<file path="src/sv/heading_pid_with_wrap_top_assert.svh">
// assertion macros for the heading controller
`ifndef HEADING_PID_WITH_WRAP_TOP_ASSERT_SVH
`define HEADING_PID_WITH_WRAP_TOP_ASSERT_SVH
`ifndef ASSERT_OFF
`define HPW_ASSERT(lbl, clk, rst_n, prop, msg) \
    lbl: assert property (@(posedge clk) disable iff (!rst_n) prop) else $error(msg);
`define HPW_ASSERT_RST(lbl, clk, prop, msg) \
    lbl: assert property (@(posedge clk) prop) else $error(msg);
`else
`define HPW_ASSERT(lbl, clk, rst_n, prop, msg)
`define HPW_ASSERT_RST(lbl, clk, prop, msg)
`endif
`endif

</file>
<file path="src/sv/hpw_pkg.sv">
// types and constants shared by the heading controller files
package hpw_pkg;
    localparam int ANGLE_W        = 16;
    localparam int ERR_W          = 17;
    localparam int GAIN_W         = 16;
    localparam int CENTER_W       = 10;
    localparam int MARGIN_W       = 9;
    localparam int DEADBAND_W     = 8;
    localparam int DRIVE_W        = 10;
    localparam int CFG_IDX_W      = 3;
    localparam int CFG_DATA_W     = 16;
    localparam int GAIN_FRAC_BITS = 8;
    localparam int ERR_MAX        = 65535;
    localparam int ERR_MIN        = -65536;
    localparam int DRIVE_MAX      = 1023;

    localparam logic [GAIN_W-1:0]     GAIN_P_RST   = 16'd256;
    localparam logic [GAIN_W-1:0]     GAIN_I_RST   = 16'd0;
    localparam logic [GAIN_W-1:0]     GAIN_D_RST   = 16'd0;
    localparam logic [CENTER_W-1:0]   CENTER_RST   = 10'd150;
    localparam logic [MARGIN_W-1:0]   MARGIN_RST   = 9'd40;
    localparam logic [DEADBAND_W-1:0] DEADBAND_RST = 8'd0;

    typedef enum logic [CFG_IDX_W-1:0] {
        CFG_GAIN_P,
        CFG_GAIN_I,
        CFG_GAIN_D,
        CFG_DRIVE_CENTER,
        CFG_DRIVE_MARGIN,
        CFG_DEADBAND_OFFSET
    } t_cfg_idx;

    typedef struct packed {
        logic [GAIN_W-1:0]     gain_p;
        logic [GAIN_W-1:0]     gain_i;
        logic [GAIN_W-1:0]     gain_d;
        logic [CENTER_W-1:0]   drive_center;
        logic [DEADBAND_W-1:0] deadband_offset;
        logic [DRIVE_W-1:0]    drive_lo;
        logic [DRIVE_W-1:0]    drive_hi;
    } t_cfg;
endpackage

</file>
<file path="src/sv/hpw_req_if.sv">
// request channel carrying measured and target heading
interface hpw_req_if;
    import hpw_pkg::*;
    logic               valid;
    logic               ready;
    logic [ANGLE_W-1:0] measured_angle;
    logic [ANGLE_W-1:0] target_angle_in;

    modport source (output valid, output measured_angle, output target_angle_in,
                    input ready);
    modport sink   (input valid, input measured_angle, input target_angle_in,
                    output ready);
endinterface

</file>
<file path="src/sv/hpw_rsp_if.sv">
// result channel carrying drive value and clamp flag
interface hpw_rsp_if;
    import hpw_pkg::*;
    logic               valid;
    logic               ready;
    logic [DRIVE_W-1:0] drive_value;
    logic               clamped;

    modport source (output valid, output drive_value, output clamped, input ready);
    modport sink   (input valid, input drive_value, input clamped, output ready);
endinterface

</file>
<file path="src/sv/hpw_cfg_regs.sv">
// configuration registers and derived drive limits
module hpw_cfg_regs (
    input  logic                           i_clk,
    input  logic                           i_rst_n,
    input  logic                           i_cfg_we,
    input  logic [hpw_pkg::CFG_IDX_W-1:0]  i_cfg_idx,
    input  logic [hpw_pkg::CFG_DATA_W-1:0] i_cfg_data,
    output hpw_pkg::t_cfg                  o_cfg
);
    import hpw_pkg::*;

    logic [GAIN_W-1:0]     r_gain_p;
    logic [GAIN_W-1:0]     r_gain_i;
    logic [GAIN_W-1:0]     r_gain_d;
    logic [CENTER_W-1:0]   r_center;
    logic [MARGIN_W-1:0]   r_margin;
    logic [DEADBAND_W-1:0] r_deadband;
    logic [CENTER_W:0]     w_sum_lim;

    always_ff @(posedge i_clk) begin
        if (!i_rst_n) begin
            r_gain_p   <= GAIN_P_RST;
            r_gain_i   <= GAIN_I_RST;
            r_gain_d   <= GAIN_D_RST;
            r_center   <= CENTER_RST;
            r_margin   <= MARGIN_RST;
            r_deadband <= DEADBAND_RST;
        end else if (i_cfg_we) begin
            case (t_cfg_idx'(i_cfg_idx))
                CFG_GAIN_P:          r_gain_p   <= i_cfg_data[GAIN_W-1:0];
                CFG_GAIN_I:          r_gain_i   <= i_cfg_data[GAIN_W-1:0];
                CFG_GAIN_D:          r_gain_d   <= i_cfg_data[GAIN_W-1:0];
                CFG_DRIVE_CENTER:    r_center   <= i_cfg_data[CENTER_W-1:0];
                CFG_DRIVE_MARGIN:    r_margin   <= i_cfg_data[MARGIN_W-1:0];
                CFG_DEADBAND_OFFSET: r_deadband <= i_cfg_data[DEADBAND_W-1:0];
                default: ;
            endcase
        end
    end

    assign w_sum_lim = {1'b0, r_center} + (CENTER_W+1)'(r_margin);

    always_comb begin
        o_cfg.gain_p          = r_gain_p;
        o_cfg.gain_i          = r_gain_i;
        o_cfg.gain_d          = r_gain_d;
        o_cfg.drive_center    = r_center;
        o_cfg.deadband_offset = r_deadband;
        if (w_sum_lim > (CENTER_W+1)'(DRIVE_MAX)) begin
            o_cfg.drive_hi = DRIVE_W'(DRIVE_MAX);
        end else begin
            o_cfg.drive_hi = w_sum_lim[DRIVE_W-1:0];
        end
        if (CENTER_W'(r_margin) > r_center) begin
            o_cfg.drive_lo = '0;
        end else begin
            o_cfg.drive_lo = r_center - CENTER_W'(r_margin);
        end
    end
endmodule

</file>
<file path="src/sv/heading_pid_with_wrap_top.sv">
// heading controller top level: unwrap, incremental pid, deadband, saturation
//
//  channel   dir  signals                                   request
//  i_req     in   valid ready measured_angle target_angle_in  one heading sample
//  o_rsp     out  valid ready drive_value clamped             one drive result
//  i_cfg_*   in   we idx data                                 register write
//
//  five register stages: input, error, products, sum, result
//  one request per cycle sustained while o_rsp.ready is high; an accepted request passes the error, products,
//  sum and result stages before o_rsp.valid rises; error history advances as a request leaves the input stage
//  a stage holds only when it is full and the stage after it is blocked
//  synchronous reset clears valid bits and history and loads the configuration reset values
module heading_pid_with_wrap_top #(
    parameter int ANGLE_FRAC_BITS = 7
) (
    input  logic                           i_clk,
    input  logic                           i_rst_n,
    hpw_req_if.sink                        i_req,
    hpw_rsp_if.source                      o_rsp,
    input  logic                           i_cfg_we,
    input  logic [hpw_pkg::CFG_IDX_W-1:0]  i_cfg_idx,
    input  logic [hpw_pkg::CFG_DATA_W-1:0] i_cfg_data
);
    import hpw_pkg::*;
    `include "heading_pid_with_wrap_top_assert.svh"

    localparam int SUM_SHIFT = GAIN_FRAC_BITS + ANGLE_FRAC_BITS;
    localparam int DEG_W     = $clog2((360 << ANGLE_FRAC_BITS) + 1);
    localparam int UW        = ((DEG_W > ANGLE_W) ? DEG_W : ANGLE_W) + 2;
    localparam int DPW       = ERR_W + 1;
    localparam int DDW       = ERR_W + 2;
    localparam int PPW       = GAIN_W + 1 + DPW;
    localparam int PIW       = GAIN_W + 1 + ERR_W;
    localparam int PDW       = GAIN_W + 1 + DDW;
    localparam int SW        = PDW + 1;
    localparam int TW        = ((SUM_SHIFT + CENTER_W + 1 > SW) ? SUM_SHIFT + CENTER_W + 1 : SW)
                               + 1;
    localparam int DW        = TW - SUM_SHIFT;

    localparam logic signed [UW-1:0] DEG_40  = UW'(40 << ANGLE_FRAC_BITS);
    localparam logic signed [UW-1:0] DEG_320 = UW'(320 << ANGLE_FRAC_BITS);
    localparam logic signed [UW-1:0] DEG_360 = UW'(360 << ANGLE_FRAC_BITS);
    localparam logic signed [UW-1:0] ERR_HI  = UW'(ERR_MAX);
    localparam logic signed [UW-1:0] ERR_LO  = UW'(ERR_MIN);
    localparam logic signed [TW-1:0] RND     = TW'((64'd1 << SUM_SHIFT) - 64'd1);

    t_cfg w_cfg;

    hpw_cfg_regs u_cfg (
        .i_clk      (i_clk),
        .i_rst_n    (i_rst_n),
        .i_cfg_we   (i_cfg_we),
        .i_cfg_idx  (i_cfg_idx),
        .i_cfg_data (i_cfg_data),
        .o_cfg      (w_cfg)
    );

    logic r_v0, r_v1, r_v2, r_v3, r_vo;
    logic w_en0, w_en1, w_en2, w_en3, w_eno;

    assign w_eno = !r_vo || o_rsp.ready;
    assign w_en3 = !r_v3 || w_eno;
    assign w_en2 = !r_v2 || w_en3;
    assign w_en1 = !r_v1 || w_en2;
    assign w_en0 = !r_v0 || w_en1;
    assign i_req.ready = w_en0;

    logic [ANGLE_W-1:0]     r_meas, r_tgt;
    logic signed [ERR_W-1:0] r_e1, r_e2;
    logic signed [ERR_W-1:0] r_err1;
    logic signed [DPW-1:0]   r_dp1;
    logic signed [DDW-1:0]   r_dd1;
    logic signed [PPW-1:0]   r_pp;
    logic signed [PIW-1:0]   r_pi;
    logic signed [PDW-1:0]   r_pd;
    logic signed [SW-1:0]    r_sum;
    logic [DRIVE_W-1:0]      r_drive;
    logic                    r_clamped;

    // unwrap and error
    logic signed [UW-1:0]    w_meas, w_tgt, w_adj, w_diff;
    logic signed [ERR_W-1:0] w_err;
    logic signed [DPW-1:0]   w_dp;
    logic signed [DDW-1:0]   w_dd;

    always_comb begin
        w_meas = signed'(UW'(r_meas));
        w_tgt  = signed'(UW'(r_tgt));
        if (w_tgt < DEG_40 && w_meas > DEG_320 && w_meas < DEG_360) begin
            w_adj = w_meas - DEG_360;
        end else if (w_tgt > DEG_320 && w_tgt < DEG_360 && w_meas > 0 && w_meas < DEG_40) begin
            w_adj = w_meas + DEG_360;
        end else begin
            w_adj = w_meas;
        end
        w_diff = w_adj - w_tgt;
        if (w_diff > ERR_HI) begin
            w_err = ERR_W'(ERR_MAX);
        end else if (w_diff < ERR_LO) begin
            w_err = ERR_W'(ERR_MIN);
        end else begin
            w_err = w_diff[ERR_W-1:0];
        end
        w_dp = DPW'(w_err) - DPW'(r_e1);
        w_dd = DDW'(w_err) - (DDW'(r_e1) <<< 1) + DDW'(r_e2);
    end

    // products
    logic signed [PPW-1:0] w_pp;
    logic signed [PIW-1:0] w_pi;
    logic signed [PDW-1:0] w_pd;

    assign w_pp = signed'({1'b0, w_cfg.gain_p}) * r_dp1;
    assign w_pi = signed'({1'b0, w_cfg.gain_i}) * r_err1;
    assign w_pd = signed'({1'b0, w_cfg.gain_d}) * r_dd1;

    logic signed [SW-1:0] w_sum;
    assign w_sum = SW'(r_pp) + SW'(r_pi) + SW'(r_pd);

    // deadband, centre, truncation toward zero, saturation
    logic signed [TW-1:0] w_db, w_ctr, w_total, w_rnd;
    logic signed [DW-1:0] w_drive, w_lo, w_hi;
    logic [DRIVE_W-1:0]   n_drive;
    logic                 n_clamped;

    always_comb begin
        w_db  = signed'(TW'({w_cfg.deadband_offset, {SUM_SHIFT{1'b0}}}));
        w_ctr = signed'(TW'({w_cfg.drive_center, {SUM_SHIFT{1'b0}}}));
        if (r_sum > 0) begin
            w_total = w_ctr + TW'(r_sum) + w_db;
        end else if (r_sum < 0) begin
            w_total = w_ctr + TW'(r_sum) - w_db;
        end else begin
            w_total = w_ctr;
        end
        w_rnd   = w_total + (w_total[TW-1] ? RND : '0);
        w_drive = signed'(w_rnd[TW-1:SUM_SHIFT]);
        w_lo    = signed'(DW'(w_cfg.drive_lo));
        w_hi    = signed'(DW'(w_cfg.drive_hi));
        if (w_drive > w_hi) begin
            n_drive   = w_cfg.drive_hi;
            n_clamped = 1'b1;
        end else if (w_drive < w_lo) begin
            n_drive   = w_cfg.drive_lo;
            n_clamped = 1'b1;
        end else begin
            n_drive   = w_drive[DRIVE_W-1:0];
            n_clamped = 1'b0;
        end
    end

    always_ff @(posedge i_clk) begin
        if (!i_rst_n) begin
            r_v0 <= 1'b0;
            r_v1 <= 1'b0;
            r_v2 <= 1'b0;
            r_v3 <= 1'b0;
            r_vo <= 1'b0;
            r_e1 <= '0;
            r_e2 <= '0;
        end else begin
            if (w_en0) r_v0 <= i_req.valid;
            if (w_en1) r_v1 <= r_v0;
            if (w_en2) r_v2 <= r_v1;
            if (w_en3) r_v3 <= r_v2;
            if (w_eno) r_vo <= r_v3;
            if (w_en1 && r_v0) begin
                r_e1 <= w_err;
                r_e2 <= r_e1;
            end
        end
    end

    always_ff @(posedge i_clk) begin
        if (w_en0 && i_req.valid) begin
            r_meas <= i_req.measured_angle;
            r_tgt  <= i_req.target_angle_in;
        end
        if (w_en1 && r_v0) begin
            r_err1 <= w_err;
            r_dp1  <= w_dp;
            r_dd1  <= w_dd;
        end
        if (w_en2 && r_v1) begin
            r_pp <= w_pp;
            r_pi <= w_pi;
            r_pd <= w_pd;
        end
        if (w_en3 && r_v2) begin
            r_sum <= w_sum;
        end
        if (w_eno && r_v3) begin
            r_drive   <= n_drive;
            r_clamped <= n_clamped;
        end
    end

    assign o_rsp.valid       = r_vo;
    assign o_rsp.drive_value = r_drive;
    assign o_rsp.clamped     = r_clamped;

    `HPW_ASSERT(a_drive_in_limits, i_clk, i_rst_n, r_vo |-> (r_drive >= w_cfg.drive_lo && r_drive <= w_cfg.drive_hi), "drive outside limits")
    `HPW_ASSERT(a_clamp_at_limit, i_clk, i_rst_n, (r_vo && r_clamped) |-> (r_drive == w_cfg.drive_lo || r_drive == w_cfg.drive_hi), "clamp flag without limit value")
    `HPW_ASSERT(a_history_shift, i_clk, i_rst_n, (w_en1 && r_v0) |=> (r_e2 == $past(r_e1) && r_e1 == $past(w_err)), "error history did not shift")
    `HPW_ASSERT_RST(a_reset_empty, i_clk, !i_rst_n |=> (!r_vo && !r_v0 && r_e1 == '0 && r_e2 == '0), "pipeline not empty after reset")
endmodule

</file>
<file path="src/flat_wrapper.sv">
// flat-port wrapper written by rule: the top's interface ports become plain ports
module heading_pid_with_wrap_top_flat import hpw_pkg::*;
#(
    parameter int ANGLE_FRAC_BITS = 7
)
  (i_clk, i_rst_n, i_cfg_we, i_cfg_idx, i_cfg_data, i_req_valid, i_req_measured_angle, i_req_target_angle_in, i_req_ready, o_rsp_valid, o_rsp_drive_value, o_rsp_clamped, o_rsp_ready);
  hpw_req_if i_req_i ();
  hpw_rsp_if o_rsp_i ();
  input  logic i_clk;
  input  logic i_rst_n;
  input  logic i_cfg_we;
  input  logic [hpw_pkg::CFG_IDX_W-1:0] i_cfg_idx;
  input  logic [hpw_pkg::CFG_DATA_W-1:0] i_cfg_data;
  input wire logic [$bits(i_req_i.valid)-1:0] i_req_valid;
  input wire logic [$bits(i_req_i.measured_angle)-1:0] i_req_measured_angle;
  input wire logic [$bits(i_req_i.target_angle_in)-1:0] i_req_target_angle_in;
  output wire logic [$bits(i_req_i.ready)-1:0] i_req_ready;
  output wire logic [$bits(o_rsp_i.valid)-1:0] o_rsp_valid;
  output wire logic [$bits(o_rsp_i.drive_value)-1:0] o_rsp_drive_value;
  output wire logic [$bits(o_rsp_i.clamped)-1:0] o_rsp_clamped;
  input wire logic [$bits(o_rsp_i.ready)-1:0] o_rsp_ready;
  assign i_req_i.valid = i_req_valid;
  assign i_req_i.measured_angle = i_req_measured_angle;
  assign i_req_i.target_angle_in = i_req_target_angle_in;
  assign i_req_ready = i_req_i.ready;
  assign o_rsp_valid = o_rsp_i.valid;
  assign o_rsp_drive_value = o_rsp_i.drive_value;
  assign o_rsp_clamped = o_rsp_i.clamped;
  assign o_rsp_i.ready = o_rsp_ready;
  heading_pid_with_wrap_top #(.ANGLE_FRAC_BITS(ANGLE_FRAC_BITS)) u_core (.i_clk(i_clk), .i_rst_n(i_rst_n), .i_req(i_req_i), .o_rsp(o_rsp_i), .i_cfg_we(i_cfg_we), .i_cfg_idx(i_cfg_idx), .i_cfg_data(i_cfg_data));
endmodule
</file>
<file path="config.mk">
export PLATFORM = sky130hd
export DESIGN_NAME = heading_pid_with_wrap_top_flat
export DESIGN_NICKNAME = d
export VERILOG_FILES = /design/src/sv/hpw_pkg.sv /design/src/sv/hpw_req_if.sv /design/src/sv/hpw_rsp_if.sv /design/src/sv/hpw_cfg_regs.sv /design/src/sv/heading_pid_with_wrap_top.sv /design/src/flat_wrapper.sv
export VERILOG_INCLUDE_DIRS = /design/src /design/src/sv
export SDC_FILE = /design/constraint.sdc
export NUM_CORES = 2
export LEC_CHECK = 0
export BUFFER_PORTS_ARGS = -buffer_cell sky130_fd_sc_hd__clkbuf_2
export CAP_MARGIN = 10
export CORE_ASPECT_RATIO = 1.2
export CORE_MARGIN = 1.5
export CORE_UTILIZATION = 54
export DETAILED_ROUTE_END_ITERATION = 10
export GPL_TIMING_DRIVEN = 0
export PLACE_DENSITY = 0.73
export SYNTH_ARGS = -nofsm -noshare
export SYNTH_HDL_FRONTEND = slang
export SYNTH_HIERARCHICAL = 1
export SYNTH_SLANG_ARGS = --single-unit
</file>
<file path="constraint.sdc">
create_clock -name i_clk -period 7.25 [get_ports i_clk]
set_input_delay 0.725 -clock i_clk [delete_from_list [all_inputs] [get_ports i_clk]]
set_output_delay 0.725 -clock i_clk [all_outputs]
set_load 0.1 [all_outputs]
</file>
==> metrics.yaml <==
clock-sinks: 353
grt_pass1_vias: 41830
slowest_stage: "edfxtp_1"
grt_use_met3_pct: 3.648
port_buffers: 66
fin_hold_ws_ns: 0.3178
core_area_mm2: 0.09681
overflow: 0
drive_gt1_share_pct: 10.45
nets: 7283
critical_path_class: "reg -> reg"
clk_pin_slew_ns: 0.06
cts_buffers: 41
initial_core_util_pct: 54.54
synth_area_leaders: "fa_1 33%, edfxtp_1 14%, ha_1 11%"
clock_skew_ns: 0.04435
crit_path_end_kind: "flip-flop"
drv_slew: 0
synth_area_leader_cell: "fa_1"
final_common_cell: "inv_1"
cellPowerDensity_mw_per_mm2: 169.1
cp_max_fo: 8
rsz0062_at_grt: "true"
cap_violations: 0
top_usage_layer: "met2"
die_w_um: 288.5
synth_cell_types: 100
arrival_ns: 7.73
grt_pass1_wl_um: 225500
die-area_mm2: 0.09968
yosysSeqAreaShare_pct: 17.91
status: "finished, violations left"
rows: 125
timing.fmax_mhz: 135.2
antenna_found_initial: 6
grt_usage_pct: 29.15
vdd.ir_drop.worst_uv: 202.2
p_sw_mw: 4.167
critPathLaunchType: "flip-flop"
insertion_delay_ns: 0.59
max_stage_delay_ns: 0.47
firstDrtPassIters: 7
path_common_cell: "o21a_1"
crit_required_ns: 7.58
r2r_slack_ns: -0.15
yosysWarnings: 6
cts_tree: "built"
failed_checks: "negative setup slack"
synthArstFlopShare_pct: 0
synth-main-ff-cell: "edfxtp_1"
cts_hold_buf: 0
synth_area_per_cell_um2: 9.332
fin_tns_setup_ns: -1.034
swShare_pct: 41.92
antenna_left: 0
via_count: 40330
area_growth_pct: 11.35
worst_slack_ns: -0.1481
fp.dieH_um: 345.6
drt_iter0_drc: 2874
synthesis.area_mm2: 0.05280
drc: 0
grt_max_degree: 64
mostFrequentLayoutCells: "1063 x inv_1, 867 x fa_1, 800 x nand2_1"
pin_count: 69
period_share_pct: 102.0
combPwrFrac_pct: 50.7
wl_per_cell_um: 19.89
clk_path_buf_depth: 3
synth_enable_flop_cells: 239
globalplace.congestion: 0.9279
min_period_ns: 7.398
h-tree-depth: 2
power.internal_mw: 5.775
via_per_inst: 5.612
postSynthNetCount: 7058
wirelength_um: 143000
ys_ff_latch: 353
power.leakage_nw: 26.17
dp_hpwl_um: 115000
cts-root-buf: "clkbuf_16"
max-slew-margin-rel_pct: 28.10
hp-class: "in -> reg"
met1_usage_pct: 36.11
synth_top_area_share_pct: 32.98
tightest_slew_ns: 1.049
hold_viol: 0
setup_viol: 10
power.share.clock_pct: 21.5
seqPwrFrac_pct: 27.8
grtUsageMet2_pct: 49.49
synth_cells: 5658
==> logic make-up after synthesis <==
group	synth area share (%)
compound gates	8.775
xor+xnor	3.249
fa+ha+maj	44.22
buf+inv	9.064
flops	17.91
mux	0.1540
simple gates	16.63
==> cells in the mapped netlist (11+ instances only) <==
cell and instances:
a211oi_1 20, a21boi_0 39, a21boi_1 54, a21o_1 32
a21oi_1 175, a31o_2 11, a31oi_1 16, and2_1 373
and3_1 43, clkbuf_1 177, dfxtp_1 114, edfxtp_1 239
fa_1 870, ha_1 474, inv_1 1072, nand2_1 806
nand2b_1 29, nand3_1 83, nand4_1 18, nor2_1 211
nor2b_1 45, nor3_1 89, nor4_1 27, o211ai_1 18
o21a_1 51, o21ai_0 96, o21bai_1 14, o31a_1 15
o31ai_1 17, or2_2 14, or3_1 22, xnor2_1 146
xor2_1 43
==> final timing paths <==
| path | endpoint | startpoint | cells past startpoint |
|---|---|---|---|
| max | u_core/o_rsp.drive_value[9] | u_core/r_sum[15] | 37 |
| min | u_core/r_meas[1] | i_req_measured_angle[1] | 1 |
| max reg2reg | u_core/o_rsp.drive_value[9] | u_core/r_sum[15] | 37 |
| min reg2reg | u_core/r_e2[4] | u_core/r_e2[4] | 2 |
==> critical path: cells and delay by family (launching register included) <==
family | cells | cell delay, ns
compound gates | 20 | 3.75
xor+xnor | 2 | 0.35
fa+ha+maj | 5 | 1.34
buf+inv | 2 | 0.26
flops | 1 | 0.47
simple gates | 8 | 0.96
==> area by class of cell <==
class                      instances  area [um^2]
antenna                            1        2.502
buffer                           170         1036
clock buffer                      50         1070
clock inverter                    25        306.5
fill                            8092        38020
inverter                        1075         4039
multi-input combinational       4038        39670
sequential                       353         9562
tap                             1270         1589
timing repair buffer             203         1514
timing repair inverter             1        7.507
==> state kept, by name, summed over array words and instances (netlist names), 8 cells and up <==
name / flops
u_core/r_sum: 37
u_core/r_pd: 36
u_core/r_pp: 35
u_core/r_pi: 34
u_core/r_dd1: 19
u_core/r_dp1: 18
u_core/r_e1: 17
u_core/r_e2: 17
u_core/r_err1: 17
u_core/r_meas: 16
u_core/r_tgt: 16
u_core/u_cfg/r_gain_d: 16
u_core/u_cfg/r_gain_i: 16
u_core/u_cfg/r_gain_p: 16
u_core/o_rsp.drive_value: 10
u_core/u_cfg/r_center: 10
u_core/u_cfg/r_margin: 9
u_core/u_cfg/r_deadband: 8
==> what timing repair did <==
| item | 4_1_cts | 5_1_grt |
|---|---|---|
| resized for setup | 251 | 253 |
| buffers inserted | 53 | 77 |
| cloned | 2 | 2 |
| pin swaps | 42 | 96 |
| endpoints found under the setup margin | 56 | 40 |
==> power by group through the flow <==
stage | Clock (mW) | Combinational (mW) | Sequential [mW]
3_3_place_gp | 0 | 4.36 | 2.84
4_1_cts | 2.17 | 4.73 | 2.78
3_5_place_dp | 0 | 4.48 | 2.84
2_1_floorplan | 0 | 3.25 | 2.66
6_report | 2.14 | 5.04 | 2.76
5_1_grt | 2.24 | 5.57 | 2.77
==> metrics by stage <==
step | util (%) | cell area, um^2 | instances | worst slack (ns) | power [mW]
after floorplan | - | 52830 | 5658 | 0.02029 | 5.908
after global placement | 56.55 | 54750 | 6994 | -1.760 | 7.206
after detailed placement | 56.72 | 54910 | 7000 | -1.476 | 7.321
after CTS | 59.38 | 57490 | 7113 | -0.1609 | 9.672
after global routing | 60.73 | 58790 | 7185 | -0.4474 | 10.58
final | 60.73 | 58800 | 7186 | -0.1481 | 9.942
==> metal layers <==
metal / share of wire [%] / vias up
met2: 49 / 1486
met1: 38 / 20040
met5: 0.024 / -
li1: - / 18380
met4: 6.4 / 6
met3: 6.3 / 414
(Power assumes the default switching activity.)
